<file path="src/rtl/core/mpts_pkg.sv">
// Package for the multi-policy task scheduler: constants, codes and beat structs.
// No dependencies; the scheduler and mpts_csr import it, mpts_ram does not.
package mpts_pkg;

   localparam int MaxTasksDefault = 16;
   localparam int TimeMaxDefault  = 1000;

   localparam logic [1:0] POL_FCFS = 2'd0;
   localparam logic [1:0] POL_SRT  = 2'd1;
   localparam logic [1:0] POL_PRIO = 2'd2;
   localparam logic [1:0] POL_RR   = 2'd3;

   localparam logic [1:0] ST_OK       = 2'd0;
   localparam logic [1:0] ST_BAD_ARR  = 2'd1;
   localparam logic [1:0] ST_ZERO_CPU = 2'd2;
   localparam logic [1:0] ST_FULL     = 2'd3;

   localparam logic [2:0] PL_FREE    = 3'd0;
   localparam logic [2:0] PL_PENDING = 3'd1;
   localparam logic [2:0] PL_READY   = 3'd2;
   localparam logic [2:0] PL_RUNNING = 3'd3;
   localparam logic [2:0] PL_IO      = 3'd4;
   localparam logic [2:0] PL_DONE    = 3'd5;

   localparam logic [1:0] REG_POLICY  = 2'd0;
   localparam logic [1:0] REG_PREEMPT = 2'd1;
   localparam logic [1:0] REG_QUANTUM = 2'd2;

   localparam logic FUNC_LOAD = 1'b0;

   typedef struct packed {
      logic       func;
      logic [9:0] task_id;
      logic [7:0] task_priority;
      logic [9:0] arrival_tick;
      logic [7:0] cpu_burst;
      logic [7:0] io_burst;
   } req_type;

   typedef struct packed {
      logic [1:0]  status;
      logic [15:0] now_tick;
      logic [9:0]  running_id;
      logic        switched;
      logic        done_valid;
      logic [9:0]  done_id;
      logic [15:0] done_waiting;
      logic [15:0] done_turnaround;
      logic [15:0] done_response;
      logic        all_done;
   } rsp_type;

   // One task table entry as held in the slot memory.
   typedef struct packed {
      logic [9:0]  id;
      logic [7:0]  priority_v;
      logic [9:0]  arrival;
      logic [7:0]  cpu_left;
      logic [7:0]  io_left;
      logic [15:0] wait_count;
      logic [15:0] turn_count;
      logic [15:0] response;
      logic        responded;
   } slot_type;

   localparam int SlotWidth = $bits(slot_type);

   function automatic logic [15:0] sat_inc16(input logic [15:0] v);
      sat_inc16 = (v == 16'hFFFF) ? v : v + 16'd1;
   endfunction

endpackage

</file>
<file path="src/rtl/core/multi_policy_task_scheduler.sv">
// Multi-policy task scheduler (FCFS, shortest remaining, priority, round robin).
// A load beat checks and writes one slot; a tick beat's result is set by sweeps over the
// slot memory, one entry read per cycle. One beat is handled at a time; a finished
// result waits in an output register while the next beat is processed, and the block stalls
// only when a second result is ready before the first is taken.
// Synchronous reset clears the state, counts and slot places, which empties the lists.
module multi_policy_task_scheduler #(
   parameter int MaxTasks = mpts_pkg::MaxTasksDefault,
   parameter int TimeMax  = mpts_pkg::TimeMaxDefault
) (
   input  logic                 clock,
   input  logic                 reset,
   input  logic                 req_valid,
   output logic                 req_ready,
   input  mpts_pkg::req_type    req_data,
   output logic                 rsp_valid,
   input  logic                 rsp_ready,
   output mpts_pkg::rsp_type    rsp_data,
   input  logic                 csr_psel,
   input  logic                 csr_penable,
   input  logic                 csr_pwrite,
   input  logic [3:0]           csr_paddr,
   input  logic [31:0]          csr_pwdata,
   output logic [31:0]          csr_prdata,
   output logic                 csr_pready
);
   import mpts_pkg::*;

   localparam int AW = $clog2(MaxTasks);
   localparam int CW = $clog2(MaxTasks + 1);

   typedef enum logic [9:0] {
      S_IDLE   = 10'b0000000001,
      S_LOAD   = 10'b0000000010,
      S_ARRIVE = 10'b0000000100,
      S_PICK   = 10'b0000001000,
      S_SELECT = 10'b0000010000,
      S_AGE    = 10'b0000100000,
      S_IOCNT  = 10'b0001000000,
      S_RUN    = 10'b0010000000,
      S_RUNWB  = 10'b0100000000,
      S_OUT    = 10'b1000000000
   } state_type;

   logic [1:0] policy;
   logic       preempt_enable;
   logic [7:0] quantum;

   mpts_csr u_csr (
      .clock, .reset,
      .psel(csr_psel), .penable(csr_penable), .pwrite(csr_pwrite),
      .paddr(csr_paddr), .pwdata(csr_pwdata), .prdata(csr_prdata),
      .pready(csr_pready), .policy, .preempt_enable, .quantum
   );

   // Slot memory
   logic           mem_we;
   logic [AW-1:0]  mem_waddr, mem_raddr;
   slot_type       mem_wdata, mem_rdata;

   mpts_ram #(.Width(SlotWidth), .Depth(MaxTasks)) u_slots (
      .clock, .wr_en(mem_we), .wr_addr(mem_waddr),
      .wr_data(mem_wdata), .rd_addr(mem_raddr), .rd_data(mem_rdata)
   );

   state_type     state_ff, state_in;
   req_type       req_ff, req_in;
   rsp_type       rsp_ff, rsp_in;
   rsp_type       wrk_ff, wrk_in;
   logic          rsp_valid_ff, rsp_valid_in;
   logic [2:0]    place_ff [MaxTasks];
   logic [2:0]    place_in [MaxTasks];
   logic [AW-1:0] rdy_ff [MaxTasks];
   logic [AW-1:0] rdy_in [MaxTasks];
   logic [AW-1:0] io_ff [MaxTasks];
   logic [AW-1:0] io_in [MaxTasks];
   logic [CW-1:0] rdy_cnt_ff, rdy_cnt_in, io_cnt_ff, io_cnt_in;
   logic [CW-1:0] loaded_ff, loaded_in, fin_ff, fin_in;
   logic          run_v_ff, run_v_in;
   logic [AW-1:0] run_s_ff, run_s_in;
   logic [7:0]    slice_ff, slice_in;
   logic [15:0]   tick_ff, tick_in;
   // sweep control
   logic [CW-1:0] idx_ff, idx_in;    // read index issued
   logic          pv_ff, pv_in;      // read data valid next cycle
   logic [CW-1:0] pidx_ff, pidx_in;  // index belonging to read data
   // best-candidate search
   logic [CW-1:0] bpos_ff, bpos_in;
   logic [8:0]    bkey_ff, bkey_in;
   logic [9:0]    barr_ff, barr_in;
   logic          prev_v_ff, prev_v_in;
   logic [AW-1:0] prev_s_ff, prev_s_in;
   logic [CW-1:0] io_wr_ff, io_wr_in;
   logic [AW-1:0] io_tmp [MaxTasks];
   slot_type      cur;
   logic [7:0]    key8;
   logic [AW-1:0] rslot;

   assign req_ready = (state_ff == S_IDLE);
   assign rsp_valid = rsp_valid_ff;
   assign rsp_data  = rsp_ff;
   assign cur       = mem_rdata;
   assign key8      = (policy == POL_SRT) ? cur.cpu_left : cur.priority_v;

   always_comb begin
      state_in     = state_ff;
      req_in       = req_ff;
      rsp_in       = rsp_ff;
      wrk_in       = wrk_ff;
      rsp_valid_in = rsp_valid_ff;
      place_in     = place_ff;
      rdy_in       = rdy_ff;
      io_in        = io_ff;
      rdy_cnt_in   = rdy_cnt_ff;
      io_cnt_in    = io_cnt_ff;
      loaded_in    = loaded_ff;
      fin_in       = fin_ff;
      run_v_in     = run_v_ff;
      run_s_in     = run_s_ff;
      slice_in     = slice_ff;
      tick_in      = tick_ff;
      idx_in       = idx_ff;
      pv_in        = 1'b0;
      pidx_in      = idx_ff;
      bpos_in      = bpos_ff;
      bkey_in      = bkey_ff;
      barr_in      = barr_ff;
      prev_v_in    = prev_v_ff;
      prev_s_in    = prev_s_ff;
      io_wr_in     = io_wr_ff;
      io_tmp       = io_ff;
      mem_we       = 1'b0;
      mem_waddr    = '0;
      mem_wdata    = cur;
      mem_raddr    = '0;
      rslot        = '0;

      if (rsp_valid_ff && rsp_ready) begin
         rsp_valid_in = 1'b0;
      end

      unique case (state_ff)
         S_IDLE: begin
            if (req_valid) begin
               req_in = req_data;
               idx_in = '0;
               wrk_in = '0;
               state_in = (req_data.func == FUNC_LOAD) ? S_LOAD : S_ARRIVE;
            end
         end
         S_LOAD: begin
            priority if ({22'd0, req_ff.arrival_tick} > TimeMax) begin
               wrk_in.status = ST_BAD_ARR;
            end else if (req_ff.cpu_burst == 8'd0) begin
               wrk_in.status = ST_ZERO_CPU;
            end else if ({{(32-CW){1'b0}}, loaded_ff} >= MaxTasks) begin
               wrk_in.status = ST_FULL;
            end else begin
               wrk_in.status = ST_OK;
               mem_we    = 1'b1;
               mem_waddr = loaded_ff[AW-1:0];
               mem_wdata = '{id: req_ff.task_id, priority_v: req_ff.task_priority,
                             arrival: req_ff.arrival_tick, cpu_left: req_ff.cpu_burst,
                             io_left: req_ff.io_burst, wait_count: 16'd0,
                             turn_count: 16'd0, response: 16'd0, responded: 1'b0};
               place_in[loaded_ff[AW-1:0]] = PL_PENDING;
               loaded_in = loaded_ff + 1'b1;
            end
            state_in = S_OUT;
         end
         S_ARRIVE: begin
            // Sweep slots in order; pending ones arriving now join the ready list.
            mem_raddr = idx_ff[AW-1:0];
            if (idx_ff < loaded_ff) begin
               idx_in = idx_ff + 1'b1;
               pv_in  = 1'b1;
            end
            if (pv_ff && place_ff[pidx_ff[AW-1:0]] == PL_PENDING &&
                {6'd0, cur.arrival} == tick_ff) begin
               rdy_in[rdy_cnt_ff[AW-1:0]] = pidx_ff[AW-1:0];
               rdy_cnt_in = rdy_cnt_ff + 1'b1;
               place_in[pidx_ff[AW-1:0]] = PL_READY;
            end
            if (idx_ff >= loaded_ff && !pv_ff) begin
               idx_in    = '0;
               bpos_in   = '0;
               prev_v_in = run_v_ff;
               prev_s_in = run_s_ff;
               state_in  = S_PICK;
            end
         end
         S_PICK: begin
            // Search ready list for best key; last read fetches the running slot.
            if (idx_ff < rdy_cnt_ff) begin
               mem_raddr = rdy_ff[idx_ff[AW-1:0]];
               idx_in = idx_ff + 1'b1;
               pv_in  = 1'b1;
            end else begin
               mem_raddr = run_s_ff;
            end
            if (pv_ff) begin
               if (pidx_ff == '0 || {1'b0, key8} < bkey_ff ||
                   ({1'b0, key8} == bkey_ff && cur.arrival < barr_ff)) begin
                  bpos_in = pidx_ff;
                  bkey_in = {1'b0, key8};
                  barr_in = cur.arrival;
               end
            end
            if (idx_ff >= rdy_cnt_ff && !pv_ff) begin
               state_in = S_SELECT;
            end
         end
         S_SELECT: begin
            if (rdy_cnt_ff != '0) begin
               logic take;
               logic requeue;
               logic [CW-1:0] pos;
               take = 1'b0; requeue = 1'b0; pos = '0;
               if (policy == POL_FCFS) begin
                  take = !run_v_ff;
               end else if (policy == POL_RR) begin
                  if (!run_v_ff) take = 1'b1;
                  else if (slice_ff >= quantum) begin
                     take = 1'b1; requeue = 1'b1;
                  end
               end else begin
                  pos = bpos_ff;
                  if (!run_v_ff) take = 1'b1;
                  else if (preempt_enable &&
                           ({1'b0, key8} > bkey_ff ||
                            ({1'b0, key8} == bkey_ff && cur.arrival > barr_ff))) begin
                     take = 1'b1; requeue = 1'b1;
                  end
               end
               if (take) begin
                  logic [AW-1:0] tmp [MaxTasks];
                  logic [CW-1:0] cnt;
                  tmp = rdy_ff;
                  cnt = rdy_cnt_ff;
                  if (requeue) begin
                     tmp[cnt[AW-1:0]] = run_s_ff;
                     place_in[run_s_ff] = PL_READY;
                     cnt = cnt + 1'b1;
                  end
                  run_s_in = tmp[pos[AW-1:0]];
                  place_in[tmp[pos[AW-1:0]]] = PL_RUNNING;
                  for (int i = 0; i < MaxTasks - 1; i++) begin
                     if (i >= int'(pos)) tmp[i] = tmp[i + 1];
                  end
                  rdy_in = tmp;
                  rdy_cnt_in = cnt - 1'b1;
                  run_v_in = 1'b1;
               end
            end
            idx_in   = '0;
            state_in = S_AGE;
         end
         S_AGE: begin
            // Read-modify-write each ready slot; one read per cycle.
            if (idx_ff < rdy_cnt_ff) begin
               mem_raddr = rdy_ff[idx_ff[AW-1:0]];
               idx_in = idx_ff + 1'b1;
               pv_in  = 1'b1;
            end
            if (pv_ff) begin
               rslot = rdy_ff[pidx_ff[AW-1:0]];
               mem_we    = 1'b1;
               mem_waddr = rslot;
               mem_wdata.wait_count = sat_inc16(cur.wait_count);
               mem_wdata.turn_count = sat_inc16(cur.turn_count);
            end
            if (idx_ff >= rdy_cnt_ff && !pv_ff) begin
               idx_in   = '0;
               io_wr_in = '0;
               state_in = S_IOCNT;
            end
         end
         S_IOCNT: begin
            // Count down I/O waits; finished ones rejoin the ready list in order.
            if (idx_ff < io_cnt_ff) begin
               mem_raddr = io_ff[idx_ff[AW-1:0]];
               idx_in = idx_ff + 1'b1;
               pv_in  = 1'b1;
            end
            if (pv_ff) begin
               rslot = io_ff[pidx_ff[AW-1:0]];
               mem_we    = 1'b1;
               mem_waddr = rslot;
               mem_wdata.turn_count = sat_inc16(cur.turn_count);
               if (cur.io_left > 8'd1) begin
                  mem_wdata.io_left = cur.io_left - 8'd1;
                  io_tmp[io_wr_ff[AW-1:0]] = rslot;
                  io_in = io_tmp;
                  io_wr_in = io_wr_ff + 1'b1;
               end else begin
                  mem_wdata.io_left = 8'd0;
                  rdy_in[rdy_cnt_ff[AW-1:0]] = rslot;
                  rdy_cnt_in = rdy_cnt_ff + 1'b1;
                  place_in[rslot] = PL_READY;
               end
            end
            if (idx_ff >= io_cnt_ff && !pv_ff) begin
               io_cnt_in = io_wr_ff;
               state_in  = S_RUN;
            end
         end
         S_RUN: begin
            mem_raddr = run_s_ff;
            state_in  = S_RUNWB;
         end
         S_RUNWB: begin
            logic sw;
            logic [7:0] cl;
            sw = (run_v_ff != prev_v_ff) || (run_v_ff && run_s_ff != prev_s_ff);
            cl = 8'd0;
            wrk_in.status   = ST_OK;
            wrk_in.now_tick = tick_ff;
            wrk_in.switched = sw;
            if (run_v_ff) begin
               slot_type w;
               w = cur;
               if (sw) begin
                  slice_in = 8'd0;
                  if (!cur.responded) begin
                     w.response  = tick_ff - {6'd0, cur.arrival};
                     w.responded = 1'b1;
                  end
               end
               cl = (w.cpu_left != 8'd0) ? w.cpu_left - 8'd1 : 8'd0;
               w.cpu_left   = cl;
               w.turn_count = sat_inc16(w.turn_count);
               if (sw) slice_in = 8'd1;
               else if (slice_ff != 8'hFF) slice_in = slice_ff + 8'd1;
               wrk_in.running_id = w.id;
               mem_we    = 1'b1;
               mem_waddr = run_s_ff;
               mem_wdata = w;
               if (cl == 8'd0) begin
                  place_in[run_s_ff] = PL_DONE;
                  fin_in   = fin_ff + 1'b1;
                  run_v_in = 1'b0;
                  wrk_in.done_valid      = 1'b1;
                  wrk_in.done_id         = w.id;
                  wrk_in.done_waiting    = w.wait_count;
                  wrk_in.done_turnaround = w.turn_count;
                  wrk_in.done_response   = w.response;
               end else if (w.io_left != 8'd0) begin
                  io_in[io_cnt_ff[AW-1:0]] = run_s_ff;
                  io_cnt_in = io_cnt_ff + 1'b1;
                  place_in[run_s_ff] = PL_IO;
                  run_v_in = 1'b0;
               end
            end
            tick_in  = sat_inc16(tick_ff);
            state_in = S_OUT;
         end
         S_OUT: begin
            if (!rsp_valid_ff) begin
               rsp_in = wrk_ff;
               rsp_in.all_done = (fin_in == loaded_in);
               rsp_valid_in = 1'b1;
               state_in = S_IDLE;
            end
         end
         default: state_in = S_IDLE;
      endcase
   end

   always_ff @(posedge clock) begin
      if (reset) begin
         state_ff     <= S_IDLE;
         rsp_valid_ff <= 1'b0;
         rdy_cnt_ff   <= '0;
         io_cnt_ff    <= '0;
         loaded_ff    <= '0;
         fin_ff       <= '0;
         run_v_ff     <= 1'b0;
         run_s_ff     <= '0;
         slice_ff     <= '0;
         tick_ff      <= '0;
         idx_ff       <= '0;
         pv_ff        <= 1'b0;
         for (int i = 0; i < MaxTasks; i++) place_ff[i] <= PL_FREE;
      end else begin
         state_ff     <= state_in;
         rsp_valid_ff <= rsp_valid_in;
         rdy_cnt_ff   <= rdy_cnt_in;
         io_cnt_ff    <= io_cnt_in;
         loaded_ff    <= loaded_in;
         fin_ff       <= fin_in;
         run_v_ff     <= run_v_in;
         run_s_ff     <= run_s_in;
         slice_ff     <= slice_in;
         tick_ff      <= tick_in;
         idx_ff       <= idx_in;
         pv_ff        <= pv_in;
         place_ff     <= place_in;
      end
   end

   always_ff @(posedge clock) begin
      req_ff     <= req_in;
      rsp_ff     <= rsp_in;
      wrk_ff     <= wrk_in;
      rdy_ff     <= rdy_in;
      io_ff      <= io_in;
      pidx_ff    <= pidx_in;
      bpos_ff    <= bpos_in;
      bkey_ff    <= bkey_in;
      barr_ff    <= barr_in;
      prev_v_ff  <= prev_v_in;
      prev_s_ff  <= prev_s_in;
      io_wr_ff   <= io_wr_in;
   end

   a_fin_le_loaded: assert property (@(posedge clock) disable iff (reset)
      fin_ff <= loaded_ff) else $error("finished count exceeds loaded count");
   a_ready_only_idle: assert property (@(posedge clock) disable iff (reset)
      req_ready |-> (state_ff == S_IDLE)) else $error("ready outside idle");
   a_lists_fit: assert property (@(posedge clock) disable iff (reset)
      (state_ff != S_IOCNT) |->
      (({1'b0, rdy_cnt_ff} + {1'b0, io_cnt_ff}) <= {1'b0, loaded_ff}))
      else $error("ready and I/O lists exceed loaded tasks");
endmodule

</file>
<file path="src/rtl/core/mpts_ram.sv">
// Generic single-port-write, single-port-read synchronous RAM with registered read.
// No dependencies.
module mpts_ram #(
   parameter int Width = 8,
   parameter int Depth = 16
) (
   input  logic                     clock,
   input  logic                     wr_en,
   input  logic [$clog2(Depth)-1:0] wr_addr,
   input  logic [Width-1:0]         wr_data,
   input  logic [$clog2(Depth)-1:0] rd_addr,
   output logic [Width-1:0]         rd_data
);
   logic [Width-1:0] mem_ff [Depth];
   logic [Width-1:0] rd_data_ff;

   always_ff @(posedge clock) begin
      if (wr_en) begin
         mem_ff[wr_addr] <= wr_data;
      end
      rd_data_ff <= mem_ff[rd_addr];
   end

   assign rd_data = rd_data_ff;
endmodule

</file>
<file path="src/rtl/core/mpts_csr.sv">
// APB-style configuration registers: policy, preemption enable and quantum.
// Depends on mpts_pkg.
module mpts_csr (
   input  logic        clock,
   input  logic        reset,
   input  logic        psel,
   input  logic        penable,
   input  logic        pwrite,
   input  logic [3:0]  paddr,
   input  logic [31:0] pwdata,
   output logic [31:0] prdata,
   output logic        pready,
   output logic [1:0]  policy,
   output logic        preempt_enable,
   output logic [7:0]  quantum
);
   import mpts_pkg::*;

   logic [1:0] policy_ff;
   logic       preempt_ff;
   logic [7:0] quantum_ff;
   logic       wr;
   logic [1:0] idx;

   assign wr  = psel && penable && pwrite;
   assign idx = paddr[3:2];

   always_ff @(posedge clock) begin
      if (reset) begin
         policy_ff  <= POL_FCFS;
         preempt_ff <= 1'b0;
         quantum_ff <= 8'd4;
      end else if (wr) begin
         unique case (idx)
            REG_POLICY:  policy_ff  <= pwdata[1:0];
            REG_PREEMPT: preempt_ff <= pwdata[0];
            REG_QUANTUM: quantum_ff <= pwdata[7:0];
            default: ;
         endcase
      end
   end

   always_comb begin
      prdata = '0;
      unique case (idx)
         REG_POLICY:  prdata = {30'd0, policy_ff};
         REG_PREEMPT: prdata = {31'd0, preempt_ff};
         REG_QUANTUM: prdata = {24'd0, quantum_ff};
         default:     prdata = '0;
      endcase
   end

   assign pready         = 1'b1;
   assign policy         = policy_ff;
   assign preempt_enable = preempt_ff;
   assign quantum        = quantum_ff;
endmodule
</file>
<file path="config.mk">
export PLATFORM = sky130hd
export DESIGN_NAME = multi_policy_task_scheduler
export DESIGN_NICKNAME = d
export VERILOG_FILES = /design/src/rtl/core/mpts_pkg.sv /design/src/rtl/core/multi_policy_task_scheduler.sv /design/src/rtl/core/mpts_ram.sv /design/src/rtl/core/mpts_csr.sv
export SDC_FILE = /design/constraint.sdc
export NUM_CORES = 2
export LEC_CHECK = 0
export BUFFER_PORTS_ARGS = -buffer_cell sky130_fd_sc_hd__buf_2
export CAP_MARGIN = 20
export CORE_MARGIN = 1
export CORE_UTILIZATION = 30
export CTS_CLUSTER_DIAMETER = 120
export DETAILED_ROUTE_END_ITERATION = 8
export GPL_ROUTABILITY_DRIVEN = 0
export GPL_TIMING_DRIVEN = 0
export PLACE_DENSITY_LB_ADDON = 0.2
export SLEW_MARGIN = 10
export SYNTH_ARGS = -nofsm -noshare
export SYNTH_HDL_FRONTEND = slang
export SYNTH_SLANG_ARGS = --single-unit
</file>
<file path="constraint.sdc">
create_clock -name clock -period 9.7 [get_ports clock]
set_input_delay 0.97 -clock clock [delete_from_list [all_inputs] [get_ports clock]]
set_output_delay 0.97 -clock clock [all_outputs]
set_load 0.01 [all_outputs]
</file>
==> flow_summary.yaml <==
status:
  status: "finished, violations left"
  violations: "design-rule violations"
final_layout:
  final_cell_mix: "edfxtp_1 (1870), nor2_1 (684), a21oi_1 (609)"
  drive_gt1_frac: 0.1690
  area_delta_synth_final_pct: 17.62
  nFillCells: 29930
  mostFrequentLayoutCell: "edfxtp_1"
  fin_nets: 7901
global_routing:
  antenna_found_initial: 18
  grt_pass1_vias: 63170
  overflow: 0
  grt_max_degree: 32
  grt_pass1_wl_um: 470500
  grtUsageTotal: 0.2067
die:
  dieArea_um2: 314500
  initial_core_util: 0.3025
  io_pins: 212
  die_x_um: 560.8
  die_y_um: 560.8
  rows: 204
  core_um2: 309600
synthesis:
  synth_edf_count: 1870
  synth_cell_type_count: 105
  synth_flop_cell: "edfxtp_1"
  syn_area_per_cell_um2: 13.11
  synth-seq-area-share: 0.6472
  yosys_warnings: 0
  syn-cell-area_um2: 93670
  synthCells: 7146
  async_flop_share: 0
  synth-seq-cells: 2093
timing:
  fin_crit_sh: 0.7533
  finalSetupViolations: 0
  rsz0062_at_grt: "false"
  relSlewSlack: 0.1370
  hold_viol_final: 0
  tns_ns: 0
  max_freq_ghz: 0.1368
  final_max_slew_viol_count: 0
  min_period_ns: 7.307
  tightestPinTransition_ns: 1.295
  setup_ws_ns: 2.393
  finalClockSkew_ns: 0.07186
cts:
  cts_tree: "built"
  postCtsSetupBuffers: 0
  cts_hold_buffers: 0
  cts_sinks: 2093
  cts_buffer_depth: 4
  ctsResizeCount: 0
  root_buffer: "clkbuf_16"
  clk_pin_slew_ns: 0.06
  cts_made_buffers: 236
  htree_levels: 4
  clk_latency_ns: 0.93
pwr:
  p_leak_nw: 35.47
  power.total_w: 0.01940
  powerDensity_nw_per_um2: 176.1
  ir_drop_uv: 152.9
worst_setup_path:
  critPathMaxStageDelay_ns: 0.90
  crit_path_start_kind: "register"
  reg2reg_slack_ns: 2.39
  r2r-start: "u_csr.policy[0]"
  worstPathRequired_ns: 10.44
  end_kind: "register"
  r2r_end: "rdy_cnt_ff[2]"
  criticalPathCategory: "reg -> reg"
  path_cells: "buf_4 > nor2b_1 > buf_6 > clkbuf_1 > mux2_2 > ha_1 > a21oi_1 > o21ai_0 > o21a_2 > a21boi_4 > nor2_1 > buf_6 > clkbuf_1 > buf_1 > xnor2_1 > ha_1 > nand3_1 > o21ai_0 > a211oi_1 > xnor2_1 > nor2_1"
  crit_slowest_cell: "o21ai_0"
  crit_arrival_ns: 8.05
  crit_start: "u_csr.policy[0]"
  crit_path_max_fanout: 10
  r2r_cells: 21
route:
  wirelength_um: 335500
  antenna_left: 0
  vias: 64640
  vias_per_cell: 5.355
  drt-pass1-iter-count: 9
  wire_per_inst_um: 27.80
  drt_iter0_markers: 7227
  post-route-drc-count: 1
placed_design:
  dpl.hpwl_um: 238100
  dp_slack_ns: 2.246
  portBuffers: 158
run:
  drv_cap: 0
hold_path:
  hold_end: "req_ff[14]"
  whs_path_depth: 1
  min_from: "req_data[14]"
  hold_class: "in -> reg"
## cells by family (layout without fill, tap and decap cells)
| family | after synthesis | in the layout | synth area share |
|---|---|---|---|
| AOI/OAI and AO/OA | 1664 | 1664 | 0.1093 |
| xor gates and xnor gates | 70 | 70 | 0.006545 |
| adders and majority gates | 79 | 79 | 0.01063 |
| buffers and inverters | 586 | 1358 | 0.02964 |
| DFF | 2093 | 2093 | 0.6472 |
| muxes | 921 | 921 | 0.1152 |
| other | 2 | 34 | 0.00008018 |
| and+or+nand+nor | 1731 | 1731 | 0.08139 |
## through the flow
| step | cells | cell area (um2) | utilization | hold WS, ns |
|---|---|---|---|---|
| CTS | 12050 | 110000 | 0.3553 | 0.1367 |
| floorplan | 7169 | 93750 | - | 0.3677 |
| global route | 12060 | 110100 | 0.3558 | 0.1733 |
| global placement | 11450 | 99700 | 0.3220 | 0.4006 |
| finish | 12070 | 110200 | 0.3558 | 0.2196 |
| detailed placement | 11600 | 102500 | 0.3310 | 0.4008 |
## layer usage
layer	wire [um]	track usage	up-vias
li1	-	-	28370
met1	143700	0.2784	32580
met5	59	0	-
met4	14440	0.07942	8
met3	26180	0.04142	745
met2	151100	0.3268	2937
## cell usage after synthesis (31+ instances only)
cell      instances  share of area
edfxtp_1       1870           0.60
nor2_1          701          0.028
a21oi_1         610          0.033
nand2_1         552          0.022
mux2i_1         451          0.048
o21ai_0         340          0.018
mux2_2          324          0.039
a211oi_1        303          0.024
clkbuf_1        269          0.011
dfxtp_1         223          0.048
nand3_1         122         0.0065
inv_1            98         0.0039
mux4_2           85          0.020
buf_4            81         0.0065
ha_1             78          0.010
buf_2            77         0.0041
and2_1           72         0.0048
nor3_1           66         0.0035
o211ai_1         66         0.0053
mux2_1           59         0.0071
a31oi_1          54         0.0036
xnor2_1          38         0.0036
buf_1            35         0.0014
o22ai_1          35         0.0023
and3_1           32         0.0021
xor2_1           32         0.0030
nand4_1          31         0.0021
## flip-flops by register name, summed over array words and instances (netlist names), 44 cells and up
name,flops
io_ff,64
place_ff,48
rdy_ff,64
req_ff,44
rsp_data,89
u_slots.mem_ff,1488
u_slots.rd_data,93
wrk_ff,88
## worst max-delay path by stage
| stage | endpoint | cells after the start |
|---|---|---|
| 2_1_floorplan | u_slots.mem_ff[0][0] | 11 |
| 3_3_place_gp | u_slots.mem_ff[12][90] | 11 |
| 3_5_place_dp | rdy_ff[44] | 16 |
| 4_1_cts | rdy_ff[44] | 16 |
| 5_1_grt | rdy_cnt_ff[4] | 20 |
| 6_report | rdy_cnt_ff[2] | 21 |
## final cells by class
type / count / area (um2) / share of cell area
inverters: 99 / 371.6 / 0.003373
plain buffers: 487 / 2412 / 0.02190
diodes: 9 / 22.52 / 0.0002044
well taps: 4120 / 5155 / 0.04679
flip-flops and latches: 2093 / 60620 / 0.5502
clock buffers: 309 / 6301 / 0.05720
repair buffers: 327 / 3463 / 0.03144
multi-input cells: 4490 / 30610 / 0.2779
clock inverters: 136 / 1207 / 0.01096
## critical path: cells and delay by family, from the launching register on
kind            cells  cell delay, ns
compound gates      6            2.10
xor+xnor            2            0.29
fa+ha+maj           2            0.60
buf+inv             6            2.54
flops               1            0.31
mux                 1            0.43
simple gates        4            0.86
## power breakdown
part / internal (W) / leakage, nW / switching [W]
registers: 0.00996 / 18.6 / 0.0000908
clock network: 0.00498 / 3.65 / 0.00377
logic: 0.000159 / 13.3 / 0.000450
No activity file was read; power rests on OpenSTA's default activity.
